## config.mk

```make
export PLATFORM = sky130hd
export DESIGN_NAME = dna_pwm_window_scorer_flat
export DESIGN_NICKNAME = d
export VERILOG_FILES = /design/src/rtl/dna_pwm_pkg.sv /design/src/rtl/dna_pwm_if.sv /design/src/rtl/dna_pwm_cell.sv /design/src/rtl/dna_pwm_sum.sv /design/src/rtl/dna_pwm_window_scorer.sv /design/src/flat_wrapper.sv
export SDC_FILE = /design/constraint.sdc
export NUM_CORES = 2
export LEC_CHECK = 0
export BUFFER_PORTS_ARGS = -buffer_cell sky130_fd_sc_hd__clkbuf_2
export CAP_MARGIN = 10
export CORE_MARGIN = 2
export CORE_UTILIZATION = 68
export CTS_CLUSTER_SIZE = 40
export DETAILED_ROUTE_END_ITERATION = 16
export PLACE_DENSITY = 0.83
export SLEW_MARGIN = 10
export SYNTH_ARGS = -nofsm -noshare
export SYNTH_HDL_FRONTEND = slang
export SYNTH_HIERARCHICAL = 1
export SYNTH_SLANG_ARGS = --single-unit
```

## constraint.sdc

```tcl
create_clock -name clk -period 64.4 [get_ports clk]
set_input_delay 3.22 -clock clk [delete_from_list [all_inputs] [get_ports clk]]
set_output_delay 3.22 -clock clk [all_outputs]
set_load 0.02 [all_outputs]
```

## src/rtl/dna_pwm_pkg.sv

```systemverilog
`timescale 1ns / 1ps
// ----------------------------------------------------------------------------
// dna_pwm_pkg
// Shared types, constants and the base decoder for the PWM window scorer.
// ----------------------------------------------------------------------------
package dna_pwm_pkg;

	// Motif geometry.
	localparam int MAX_MOTIF_LENGTH = 32;
	localparam int POS_W            = $clog2(MAX_MOTIF_LENGTH);
	localparam int LEN_W            = POS_W + 1;
	localparam int NUM_BASES        = 4;
	localparam int BASE_W           = 2;

	// Weight and score widths.
	localparam int WEIGHT_BITS = 16;
	localparam int GROUP       = 4;
	localparam int G2          = MAX_MOTIF_LENGTH / GROUP;
	localparam int G3          = G2 / GROUP;
	localparam int S2_W        = WEIGHT_BITS + 2;
	localparam int S3_W        = S2_W + 2;
	localparam int SCORE_W     = 21;

	// Item opcodes.
	localparam logic OP_LOAD = 1'b0;
	localparam logic OP_BASE = 1'b1;

	// Base codes held in the history ring.
	localparam int CODE_W = 3;
	typedef logic [CODE_W-1:0] code_t;
	localparam code_t CODE_A       = 3'd0;
	localparam code_t CODE_C       = 3'd1;
	localparam code_t CODE_G       = 3'd2;
	localparam code_t CODE_T       = 3'd3;
	localparam code_t CODE_INVALID = 3'd4;

	// Sequence characters.
	localparam logic [7:0] CHAR_A_UP = 8'h41;
	localparam logic [7:0] CHAR_A_LO = 8'h61;
	localparam logic [7:0] CHAR_C_UP = 8'h43;
	localparam logic [7:0] CHAR_C_LO = 8'h63;
	localparam logic [7:0] CHAR_G_UP = 8'h47;
	localparam logic [7:0] CHAR_G_LO = 8'h67;
	localparam logic [7:0] CHAR_T_UP = 8'h54;
	localparam logic [7:0] CHAR_T_LO = 8'h74;

	typedef logic signed [WEIGHT_BITS-1:0] weight_t;

	// Ring movement commands broadcast to every cell.
	typedef struct packed {
		logic rot_dn;
		logic rot_up;
		logic clear;
	} ring_ctl_t;

	// Registered contribution of one cell.
	typedef struct packed {
		weight_t term;
		logic    bad;
	} cell_term_t;

	// Maps a raw sequence byte to its column, or to the invalid code.
	function automatic code_t base_code(input logic [7:0] ch);
		code_t c;
		unique case (ch)
			CHAR_A_UP, CHAR_A_LO: c = CODE_A;
			CHAR_C_UP, CHAR_C_LO: c = CODE_C;
			CHAR_G_UP, CHAR_G_LO: c = CODE_G;
			CHAR_T_UP, CHAR_T_LO: c = CODE_T;
			default:              c = CODE_INVALID;
		endcase
		return c;
	endfunction

endpackage

```

## src/rtl/dna_pwm_if.sv

```systemverilog
`timescale 1ns / 1ps
// ----------------------------------------------------------------------------
// dna_pwm_if
// Valid/ready channel interfaces for sequence items and window scores.
// ----------------------------------------------------------------------------
interface dna_pwm_in_if;
	import dna_pwm_pkg::*;

	logic                  valid;
	logic                  ready;
	logic                  opcode;
	logic [POS_W-1:0]      weight_position;
	logic [BASE_W-1:0]     weight_base;
	logic signed [WEIGHT_BITS-1:0] weight_value;
	logic [7:0]            base_char;
	logic                  sequence_start;

	modport source (
		output valid, opcode, weight_position, weight_base, weight_value,
		       base_char, sequence_start,
		input  ready
	);
	modport sink (
		input  valid, opcode, weight_position, weight_base, weight_value,
		       base_char, sequence_start,
		output ready
	);
endinterface

interface dna_pwm_out_if;
	import dna_pwm_pkg::*;

	logic                      valid;
	logic                      ready;
	logic signed [SCORE_W-1:0] score;
	logic                      score_valid;

	modport source (output valid, score, score_valid, input ready);
	modport sink (input valid, score, score_valid, output ready);
endinterface

```

## src/rtl/dna_pwm_cell.sv

```systemverilog
`timescale 1ns / 1ps
// ----------------------------------------------------------------------------
// dna_pwm_cell
// One slot of the history ring with the four weights of its motif position.
// ----------------------------------------------------------------------------
module dna_pwm_cell (
	input  logic                    clk,
	input  logic                    arst_n,
	input  dna_pwm_pkg::ring_ctl_t  ctl,
	input  dna_pwm_pkg::code_t      from_up,
	input  dna_pwm_pkg::code_t      from_dn,
	input  logic                    ins_en,
	input  dna_pwm_pkg::code_t      ins_code,
	input  logic                    wr_en,
	input  logic [dna_pwm_pkg::BASE_W-1:0] wr_base,
	input  dna_pwm_pkg::weight_t    wr_value,
	input  logic                    active,
	input  logic                    adv,
	output dna_pwm_pkg::code_t      code,
	output dna_pwm_pkg::cell_term_t term_s1
);
	import dna_pwm_pkg::*;

	code_t      code_q;
	weight_t    w_q [NUM_BASES];
	cell_term_t term_d;

	assign code = code_q;

	// History slot: insertion wins over clearing, clearing over movement.
	always_ff @(posedge clk or negedge arst_n) begin
		if (!arst_n) begin
			code_q <= CODE_INVALID;
		end else begin
			priority if (ins_en) begin
				code_q <= ins_code;
			end else if (ctl.clear) begin
				code_q <= CODE_INVALID;
			end else if (ctl.rot_dn) begin
				code_q <= from_up;
			end else if (ctl.rot_up) begin
				code_q <= from_dn;
			end
		end
	end

	// Local weights of this motif position.
	always_ff @(posedge clk) begin
		if (wr_en) begin
			w_q[wr_base] <= wr_value;
		end
	end

	// Weight picked by the held base; slots outside the window add nothing.
	always_comb begin
		term_d.term = '0;
		term_d.bad  = 1'b0;
		if (active) begin
			if (code_q == CODE_INVALID) begin
				term_d.bad = 1'b1;
			end else begin
				term_d.term = w_q[code_q[BASE_W-1:0]];
			end
		end
	end

	always_ff @(posedge clk) begin
		if (adv) begin
			term_s1 <= term_d;
		end
	end

endmodule

```

## src/rtl/dna_pwm_sum.sv

```systemverilog
`timescale 1ns / 1ps
// ----------------------------------------------------------------------------
// dna_pwm_sum
// Registered adder tree over the cell terms, ending in the output register.
// ----------------------------------------------------------------------------
module dna_pwm_sum (
	input  logic                              clk,
	input  logic                              arst_n,
	input  logic                              adv,
	input  logic                              v_s1,
	input  dna_pwm_pkg::cell_term_t           terms_s1 [dna_pwm_pkg::MAX_MOTIF_LENGTH],
	output logic                              out_valid,
	output logic signed [dna_pwm_pkg::SCORE_W-1:0] score,
	output logic                              score_valid
);
	import dna_pwm_pkg::*;

	logic signed [S2_W-1:0]    p2_d [G2];
	logic signed [S2_W-1:0]    p2_s2 [G2];
	logic [G2-1:0]             bad2_d;
	logic [G2-1:0]             bad_s2;
	logic                      v_s2;
	logic signed [S3_W-1:0]    p3_d [G3];
	logic signed [S3_W-1:0]    p3_s3 [G3];
	logic [G3-1:0]             bad3_d;
	logic [G3-1:0]             bad_s3;
	logic                      v_s3;
	logic signed [SCORE_W-1:0] sum_d;
	logic signed [SCORE_W-1:0] score_q;
	logic                      score_valid_q;
	logic                      out_valid_q;

	assign out_valid   = out_valid_q;
	assign score       = score_q;
	assign score_valid = score_valid_q;

	// First level: groups of four cell terms.
	always_comb begin
		for (int g = 0; g < G2; g++) begin
			p2_d[g]   = '0;
			bad2_d[g] = 1'b0;
			for (int k = 0; k < GROUP; k++) begin
				p2_d[g]   = p2_d[g] + S2_W'(terms_s1[g*GROUP+k].term);
				bad2_d[g] = bad2_d[g] | terms_s1[g*GROUP+k].bad;
			end
		end
	end

	// Second level: groups of four first-level sums.
	always_comb begin
		for (int g = 0; g < G3; g++) begin
			p3_d[g]   = '0;
			bad3_d[g] = 1'b0;
			for (int k = 0; k < GROUP; k++) begin
				p3_d[g]   = p3_d[g] + S3_W'(p2_s2[g*GROUP+k]);
				bad3_d[g] = bad3_d[g] | bad_s2[g*GROUP+k];
			end
		end
	end

	// Final level: the remaining partial sums.
	always_comb begin
		sum_d = '0;
		for (int g = 0; g < G3; g++) begin
			sum_d = sum_d + SCORE_W'(p3_s3[g]);
		end
	end

	// Tree payload registers.
	always_ff @(posedge clk) begin
		if (adv) begin
			p2_s2  <= p2_d;
			bad_s2 <= bad2_d;
			p3_s3  <= p3_d;
			bad_s3 <= bad3_d;
			if (|bad_s3) begin
				score_q       <= '0;
				score_valid_q <= 1'b0;
			end else begin
				score_q       <= sum_d;
				score_valid_q <= 1'b1;
			end
		end
	end

	// Stage valid bits.
	always_ff @(posedge clk or negedge arst_n) begin
		if (!arst_n) begin
			v_s2        <= 1'b0;
			v_s3        <= 1'b0;
			out_valid_q <= 1'b0;
		end else if (adv) begin
			v_s2        <= v_s1;
			v_s3        <= v_s2;
			out_valid_q <= v_s3;
		end
	end

endmodule

```

## src/rtl/dna_pwm_window_scorer.sv

```systemverilog
`timescale 1ns / 1ps
// ----------------------------------------------------------------------------
// dna_pwm_window_scorer
// Scores every window of a DNA byte stream against a position-weight matrix.
// ----------------------------------------------------------------------------
// Usage:
// seq_in carries load transactions (opcode 0) that write one Q7.8 weight, and
// base transactions (opcode 1) that carry one sequence byte. score_out
// returns one Q12.8 window sum per base once motif_length bases of the
// current sequence have arrived; score_valid is low (score 0) when the
// window held a byte other than A, C, G or T.
// One transaction is taken per cycle while seq_in.ready is high. The score of
// a window passes the cell term, two adder-tree and the output registers.
// The history is a ring of 32 cells aligned so that the cell of each motif
// position holds its base. Writing motif_length realigns the ring one step a
// cycle, and seq_in.ready stays low until the ring is aligned again.
// When score_out stalls, the whole pipeline holds and seq_in.ready drops.
// Reset sets motif_length to 1, empties the history and the base count, and
// clears the pipeline valid bits; weights are undefined until loaded.
// ----------------------------------------------------------------------------
module dna_pwm_window_scorer (
	input  logic                           clk,
	input  logic                           arst_n,
	input  logic                           motif_length_wr_en,
	input  logic [dna_pwm_pkg::LEN_W-1:0]  motif_length_wr_data,
	dna_pwm_in_if.sink                     seq_in,
	dna_pwm_out_if.source                  score_out
);
	import dna_pwm_pkg::*;

	logic [POS_W-1:0] len_m1_q;
	logic [POS_W-1:0] len_m1_d;
	logic [LEN_W-1:0] wr_m1;
	logic [POS_W-1:0] align_q;
	logic [LEN_W-1:0] seen_q;
	logic [LEN_W-1:0] seen_d;
	logic             pend_q;
	logic             adv;
	logic             aligned;
	logic             in_acc;
	logic             base_acc;
	logic             load_acc;
	logic             realign_up;
	logic             realign_dn;
	ring_ctl_t        ring_ctl;
	code_t            new_code;
	code_t            codes [MAX_MOTIF_LENGTH];
	cell_term_t       terms_s1 [MAX_MOTIF_LENGTH];

	// Handshake and pipeline advance.
	assign adv          = !score_out.valid || score_out.ready;
	assign aligned      = (align_q == len_m1_q);
	assign seq_in.ready = adv && aligned;
	assign in_acc       = seq_in.valid && seq_in.ready;
	assign base_acc     = in_acc && (seq_in.opcode == OP_BASE);
	assign load_acc     = in_acc && (seq_in.opcode == OP_LOAD);
	assign realign_up   = (align_q < len_m1_q);
	assign realign_dn   = (align_q > len_m1_q);
	assign new_code     = base_code(seq_in.base_char);

	// Ring movement for this cycle.
	always_comb begin
		ring_ctl.rot_dn = base_acc || realign_dn;
		ring_ctl.rot_up = realign_up;
		ring_ctl.clear  = base_acc && seq_in.sequence_start;
	end

	// Motif length write, clamped to 1..MAX and held as length minus one.
	always_comb begin
		wr_m1 = motif_length_wr_data - LEN_W'(1);
		if (motif_length_wr_data == '0) begin
			len_m1_d = '0;
		end else if (motif_length_wr_data > LEN_W'(MAX_MOTIF_LENGTH)) begin
			len_m1_d = POS_W'(MAX_MOTIF_LENGTH - 1);
		end else begin
			len_m1_d = wr_m1[POS_W-1:0];
		end
	end

	always_ff @(posedge clk or negedge arst_n) begin
		if (!arst_n) begin
			len_m1_q <= '0;
		end else if (motif_length_wr_en) begin
			len_m1_q <= len_m1_d;
		end
	end

	// Ring alignment tracks the motif length one step a cycle.
	always_ff @(posedge clk or negedge arst_n) begin
		if (!arst_n) begin
			align_q <= '0;
		end else if (realign_up) begin
			align_q <= align_q + POS_W'(1);
		end else if (realign_dn) begin
			align_q <= align_q - POS_W'(1);
		end
	end

	// Base count of the current sequence, saturating at the ring size.
	always_comb begin
		if (seq_in.sequence_start) begin
			seen_d = LEN_W'(1);
		end else if (seen_q < LEN_W'(MAX_MOTIF_LENGTH)) begin
			seen_d = seen_q + LEN_W'(1);
		end else begin
			seen_d = seen_q;
		end
	end

	always_ff @(posedge clk or negedge arst_n) begin
		if (!arst_n) begin
			seen_q <= '0;
			pend_q <= 1'b0;
		end else if (adv) begin
			pend_q <= base_acc && (seen_d > {1'b0, len_m1_q});
			if (base_acc) begin
				seen_q <= seen_d;
			end
		end
	end

	// Row of cells; the ring closes from the last cell back to the first.
	for (genvar j = 0; j < MAX_MOTIF_LENGTH; j++) begin : g_cell
		dna_pwm_cell u_cell (
			.clk      (clk),
			.arst_n   (arst_n),
			.ctl      (ring_ctl),
			.from_up  (codes[(j + 1) % MAX_MOTIF_LENGTH]),
			.from_dn  (codes[(j + MAX_MOTIF_LENGTH - 1) % MAX_MOTIF_LENGTH]),
			.ins_en   (base_acc && (len_m1_q == POS_W'(j))),
			.ins_code (new_code),
			.wr_en    (load_acc && (seq_in.weight_position == POS_W'(j))),
			.wr_base  (seq_in.weight_base),
			.wr_value (seq_in.weight_value),
			.active   (POS_W'(j) <= len_m1_q),
			.adv      (adv),
			.code     (codes[j]),
			.term_s1  (terms_s1[j])
		);
	end

	// Window sum and output register.
	logic v_s1;

	always_ff @(posedge clk or negedge arst_n) begin
		if (!arst_n) begin
			v_s1 <= 1'b0;
		end else if (adv) begin
			v_s1 <= pend_q;
		end
	end

	dna_pwm_sum u_sum (
		.clk         (clk),
		.arst_n      (arst_n),
		.adv         (adv),
		.v_s1        (v_s1),
		.terms_s1    (terms_s1),
		.out_valid   (score_out.valid),
		.score       (score_out.score),
		.score_valid (score_out.score_valid)
	);

endmodule
```

## src/flat_wrapper.sv

```systemverilog
// flat-port wrapper written by rule: the top's interface ports become plain ports
module dna_pwm_window_scorer_flat import dna_pwm_pkg::*;
  (clk, arst_n, motif_length_wr_en, motif_length_wr_data, seq_in_valid, seq_in_opcode, seq_in_weight_position, seq_in_weight_base, seq_in_weight_value, seq_in_base_char, seq_in_sequence_start, seq_in_ready, score_out_valid, score_out_score, score_out_score_valid, score_out_ready);
  dna_pwm_in_if seq_in_i ();
  dna_pwm_out_if score_out_i ();
  input  logic clk;
  input  logic arst_n;
  input  logic motif_length_wr_en;
  input  logic [dna_pwm_pkg::LEN_W-1:0] motif_length_wr_data;
  input wire logic [$bits(seq_in_i.valid)-1:0] seq_in_valid;
  input wire logic [$bits(seq_in_i.opcode)-1:0] seq_in_opcode;
  input wire logic [$bits(seq_in_i.weight_position)-1:0] seq_in_weight_position;
  input wire logic [$bits(seq_in_i.weight_base)-1:0] seq_in_weight_base;
  input wire logic [$bits(seq_in_i.weight_value)-1:0] seq_in_weight_value;
  input wire logic [$bits(seq_in_i.base_char)-1:0] seq_in_base_char;
  input wire logic [$bits(seq_in_i.sequence_start)-1:0] seq_in_sequence_start;
  output wire logic [$bits(seq_in_i.ready)-1:0] seq_in_ready;
  output wire logic [$bits(score_out_i.valid)-1:0] score_out_valid;
  output wire logic [$bits(score_out_i.score)-1:0] score_out_score;
  output wire logic [$bits(score_out_i.score_valid)-1:0] score_out_score_valid;
  input wire logic [$bits(score_out_i.ready)-1:0] score_out_ready;
  assign seq_in_i.valid = seq_in_valid;
  assign seq_in_i.opcode = seq_in_opcode;
  assign seq_in_i.weight_position = seq_in_weight_position;
  assign seq_in_i.weight_base = seq_in_weight_base;
  assign seq_in_i.weight_value = seq_in_weight_value;
  assign seq_in_i.base_char = seq_in_base_char;
  assign seq_in_i.sequence_start = seq_in_sequence_start;
  assign seq_in_ready = seq_in_i.ready;
  assign score_out_valid = score_out_i.valid;
  assign score_out_score = score_out_i.score;
  assign score_out_score_valid = score_out_i.score_valid;
  assign score_out_i.ready = score_out_ready;
  dna_pwm_window_scorer u_core (.clk(clk), .arst_n(arst_n), .motif_length_wr_en(motif_length_wr_en), .motif_length_wr_data(motif_length_wr_data), .seq_in(seq_in_i), .score_out(score_out_i));
endmodule
```

After elaboration in Yosys (flattened, before gate mapping)
Memories as Yosys holds them, arrays and structs flattened. A register that Yosys moved wholly into a read port is not among the register bits.
Index checks and enable logic that the tools add are counted.

cells by class
  $add $sub $neg = 35
  equality and inequality tests = 103
  muxes and demuxes = 232
  reduce and logical (&&, ||, !) cells = 147
  magnitude comparators = 37
  bitwise operators = 63

operators by type and width
  kind                                                  number
  2-to-1 mux 3 bit                                      128
  equality test 5 bit (second input constant)           32
  adder 17 x 16 -> 18 bit                               8
  adder 18 x 16 -> 18 bit                               8
  adder 16 x 16 -> 17 bit                               8
  nonzero test 4 bit                                    32
  2-to-1 mux 1 bit                                      97
  equality test 3 bit (second input constant)           32
  equality test 5 x 4 -> 1 bit (second input constant)  16
  <= comparator 5 bit (first input constant)            16
  OR reduction 2 bit                                    37
  logical AND 1 bit                                     70
  equality test 8 x 7 -> 1 bit (second input constant)  8
  adder 19 x 18 -> 20 bit                               2
  adder 20 x 18 -> 20 bit                               2
  equality test 5 x 3 -> 1 bit (second input constant)  8
  <= comparator 4 x 5 -> 1 bit (first input constant)   8
  adder 18 x 18 -> 19 bit                               2
  inverter 1 bit                                        33
  bitwise OR 1 bit                                      30
  adder 20 x 20 -> 21 bit                               1
  equality test 5 x 2 -> 1 bit (second input constant)  4
  <= comparator 3 x 5 -> 1 bit (first input constant)   4
  2-to-1 mux 5 bit                                      4
  20 further kinds                                      27

word-level totals
  bits in registers = 365
  word-level logic and storage cells = 735
  output and inout bits = 24
  bits of input ports = 44
  RAM bits = 2048
  memories = 32

memory list
  name                          words  width  read ports  clocked after Yosys merged registers in  wr ports  line                text
  u_core.g_cell[0].u_cell.w_q   4      16     1           1                                        1         dna_pwm_cell.sv:25  weight_t w_q [NUM_BASES];
  u_core.g_cell[10].u_cell.w_q  4      16     1           1                                        1         dna_pwm_cell.sv:25
  u_core.g_cell[11].u_cell.w_q  4      16     1           1                                        1         dna_pwm_cell.sv:25
  u_core.g_cell[12].u_cell.w_q  4      16     1           1                                        1         dna_pwm_cell.sv:25
  u_core.g_cell[13].u_cell.w_q  4      16     1           1                                        1         dna_pwm_cell.sv:25
  u_core.g_cell[14].u_cell.w_q  4      16     1           1                                        1         dna_pwm_cell.sv:25
  +26 memories                  --     --     --          --                                       --        --

Logic depth before layout (Yosys ltp)
  depth after elaboration = 9
  depth in mapped cells = 14
  gate-level depth less buffers = 14

Hierarchy
Netlist, hierarchy kept.

modules (own cells, without submodules)
  module                 seq. area each (um^2)  cells an instance  times used  area each (um^2)
  dna_pwm_cell           2508.7                 143                32          3226.8
  dna_pwm_sum            6561.3                 2407               1           24169.4
  dna_pwm_window_scorer  450.4                  304                1           2120.8

Least setup slack after synthesis
No wires, ideal clock.

  kind = input-to-reg
  start point = input score_out_ready
  end point = register u_core.g_cell[0].u_cell.code_q[1]
  setup time = 0.119 ns
  cell stages on the path = 8
  buffers on the path = 1
  required time = 64.281 ns
  data arrival time = 27.123 ns
  setup slack = 37.157 ns
  cell sequence = nor2b_1 inv_1 nand4_1 buf_2 o21ai_0 or4_4 o311ai_1 o21a_1

RTL lines
  what                  line                text
  from (decl)           flat_wrapper.sv:21  input wire logic [$bits(score_out_i.ready)-1:0] score_out_ready;
  to (signal assigned)  dna_pwm_cell.sv:36  code_q <= ins_code;
  to (signal assigned)  dna_pwm_cell.sv:40  code_q <= from_up;
  to (signal assigned)  dna_pwm_cell.sv:42  code_q <= from_dn;
  to (decl)             dna_pwm_cell.sv:24  code_t code_q;

==> results.md <==
- Antenna Nets Post-Route: 0
- Most frequent cell after synthesis: edfxtp_1
- CTS tree: yes
- Setup_tns: 0 ns
- Initial antenna violation count: 16
- Netlist cell types: 85
- Unrepaired setup endpoints after global routing: false
- First drt pass iteration count: 8
- Worst Setup End Kind: register
- Syn-to-layout area delta: 9.52%
- Setup Skew: 0.0682 ns
- FF/Latch Area: 0.0873 mm^2
- Hold-fix buffer count after cts: 0
- Ports: 68
- CP Data Arrival Time: 8.89 ns
- Final Total Pwr: 7.16 mW
- Gpl congestion: 0.961
- WL/cell: 30.6 um
- Worst Tran Pin Value: 1.29 ns
- Clock Tree Root: clkbuf_16
- Number of flops mapped to enable cells by yosys: 2808
- Layout Nets: 8210
- P_leak: 52.5 nW
- Reg clk slew, reported paths: 0.06 ns
- Top post-synthesis cells by count: edfxtp_1, inv_1, nor2b_1
- Clk_lat worst skew: 0.97 ns
- Multi-input logic area: 0.0375 mm^2
- Post-route cell area: 0.142 mm^2
- Max-slew violations: 0
- Asr flop ratio synth: 0.0400
- Post-synthesis area per instance: 17.8 um^2
- Final count of hold timing violations: 0
- Post-synthesis simple-gate area fraction: 0.0623
- Pre-CTS WS: 55.45 ns
- Fmax: 124 MHz
- Die height: 440 um
- Core area: 0.190 mm^2
- Cells after synthesis: 7287
- Final worst slack: 56.33 ns
- Cell taking the most area after synthesis: edfxtp_1
- Ys flop type: edfxtp_1
- WS Path Type: input port to register
- First-pass GRT wire length: 460 mm
- Post-CTS setup buffers: 0
- Synth top area share: 0.651
- Deepest clock path buffer count: 4
- Mux share of post-synthesis cell area: 0.102
- Post-DP Area: 0.133 mm^2
- Finished Core Util: 0.748
- # H-tree levels: 5
- Inst Count DP: 9824
- Gr usage total: 0.331
- Max-slew headroom: 0.137
- Share of cells above drive strength 1: 0.141
- Die width: 440 um
- Starting Density: 0.683
- CP startpoint kind: input port
- CP Max Fanout: 127
- Status: complete, no violations
- Row cnt: 160
- Grt total ovfl: 0
- Post-CTS Resized: 0
- Post-Layout Cell Count: 10300
- Die footprint: 0.194 mm^2
- CTS Buf Count: 301
- Syn. warnings: 6
- Filler cell count: 10000
- Max Cap Viol: 0
- Post-synthesis compound-gate area fraction: 0.0388
- Largest net degree at the start of global routing: 128
- Tcrit/Tclk final: 0.125
- Drt drc: 0
- Final setup vio count: 0
- Routed wire length: 316 mm
- HP Class: register to register
- I/O Buffers: 66
- Number of global-route vias before repair: 69700
- Synthesized area: 0.130 mm^2
- Synth Area in XOR/XNOR: 0.0115
- PwrDens: 50.5 mW/mm^2
- Yosys reg bits: 2925
- Synth area leaders: edfxtp_1, fa_1, mux4_1
- Peak supply drop: 79.3 uV
- Vias per cell: 6.61
- Hold WS: 0.488 ns
- Main combinational cell family by area after synthesis: multiplexers
- Required time worst endpoint: 65.21 ns
- Synth Area in Adders: 0.0731
- Clock sinks: 2925
- Starting DRT DRC Count: 8685
- Seq/Total Area, Yosys: 0.674
- Min cycle time layout: 8.07 ns
- Detailed Place HPWL: 192 mm
- Via count: 68300
-- layer usage --
layer  track usage  wire [um]  up-vias
li1              -          -    28300
met1         0.451     116000    35200
met2         0.525     152000     4120
met3        0.0740      32900      774
met4         0.140      14700       16
met5             0        110        -
-- cell usage in the layout, fill, tap and decap left out, drive strengths merged, types with 37 or more instances in the layout --
master and n:
nor2 183, clkbuf 419, buf 155, fa 340
nand2 196, nor2b 540, dfrtp 85, or4 43
xor2 59, o311ai 67, o21ai 119, o31ai 38
clkinv 106, mux4 512, nor3b 37, nor3 41
and3 47, ha 210, a21o 62, xnor2 111
o21a 92, inv 903, edfxtp 2808, a21oi 157
mux2i 68
-- sequential cells by signal, summed over array words and instances (netlist names) --
name,count
u_core/align_q,5
u_core/len_m1_q,5
u_core/seen_q,6
u_core/u_sum/score,21
u_core/g_cell.u_cell/term_s1,544
u_core/u_sum/score_valid,1
u_core/u_sum/p2_s2,144
u_core/u_sum/v_s3,1
u_core/g_cell.u_cell/code,96
u_core/u_sum/bad_s3,2
u_core/u_sum/p3_s3,40
u_core/v_s1,1
u_core/pend_q,1
u_core/g_cell.u_cell/w_q,2048
u_core/u_sum/bad_s2,8
u_core/u_sum/out_valid,1
u_core/u_sum/v_s2,1
-- final timing paths --
check	startpoint	endpoint	slack, ns	cells past startpoint
min in group asynchronous	arst_n	u_core/u_sum/v_s3	2.17	1
worst min register to register	u_core/align_q[4]	u_core/align_q[4]	0.49	1
max in group asynchronous	arst_n	u_core/g_cell[24].u_cell/code[0]	60.72	2
worst max register to register	u_core/u_sum/out_valid	u_core/g_cell[14].u_cell/code[2]	58.16	11
worst min-delay path	u_core/align_q[4]	u_core/align_q[4]	0.49	1
worst max-delay path	score_out_ready	u_core/g_cell[14].u_cell/code[2]	56.33	12
-- kinds of logic after synthesis --
| kind of cell | after synthesis |
|---|---|
| compound gates | 685 |
| xor+xnor | 170 |
| fa+ha+maj | 554 |
| buf+inv | 1073 |
| flops | 2925 |
| mux | 588 |
| other cells | 1 |
| simple gates | 1291 |
-- cell type report --
type,count,area share
Clock inverter,142,0.00822
Tap cell,2511,0.0221
Inverter,896,0.0238
Clock buffer,372,0.0560
Timing Repair Buffer,202,0.00989
Sequential cell,2925,0.615
Multi-Input combinational cell,3290,0.265
Antenna cell,5,0.0000882
-- where the power goes --
group	switching (mW)	leakage, nW	internal (mW)	total [mW]
combinational	1.75	19.8	1.19	2.94
clock	0.706	4.44	0.942	1.65
sequential	0.151	28.2	2.42	2.57
-- worst max-delay path, cell delays in order --
cell	delay, ns
clkbuf_2	0.08
nor2b_1	0.05
buf_4	0.21
inv_8	0.67
buf_4	0.89
nand4_1	0.84
o21ai_4	0.23
buf_4	0.65
buf_4	0.99
and2b_1	0.29
a2111oi_0	0.46
o22ai_1	0.16
No activity file was read; power rests on OpenSTA's default activity.
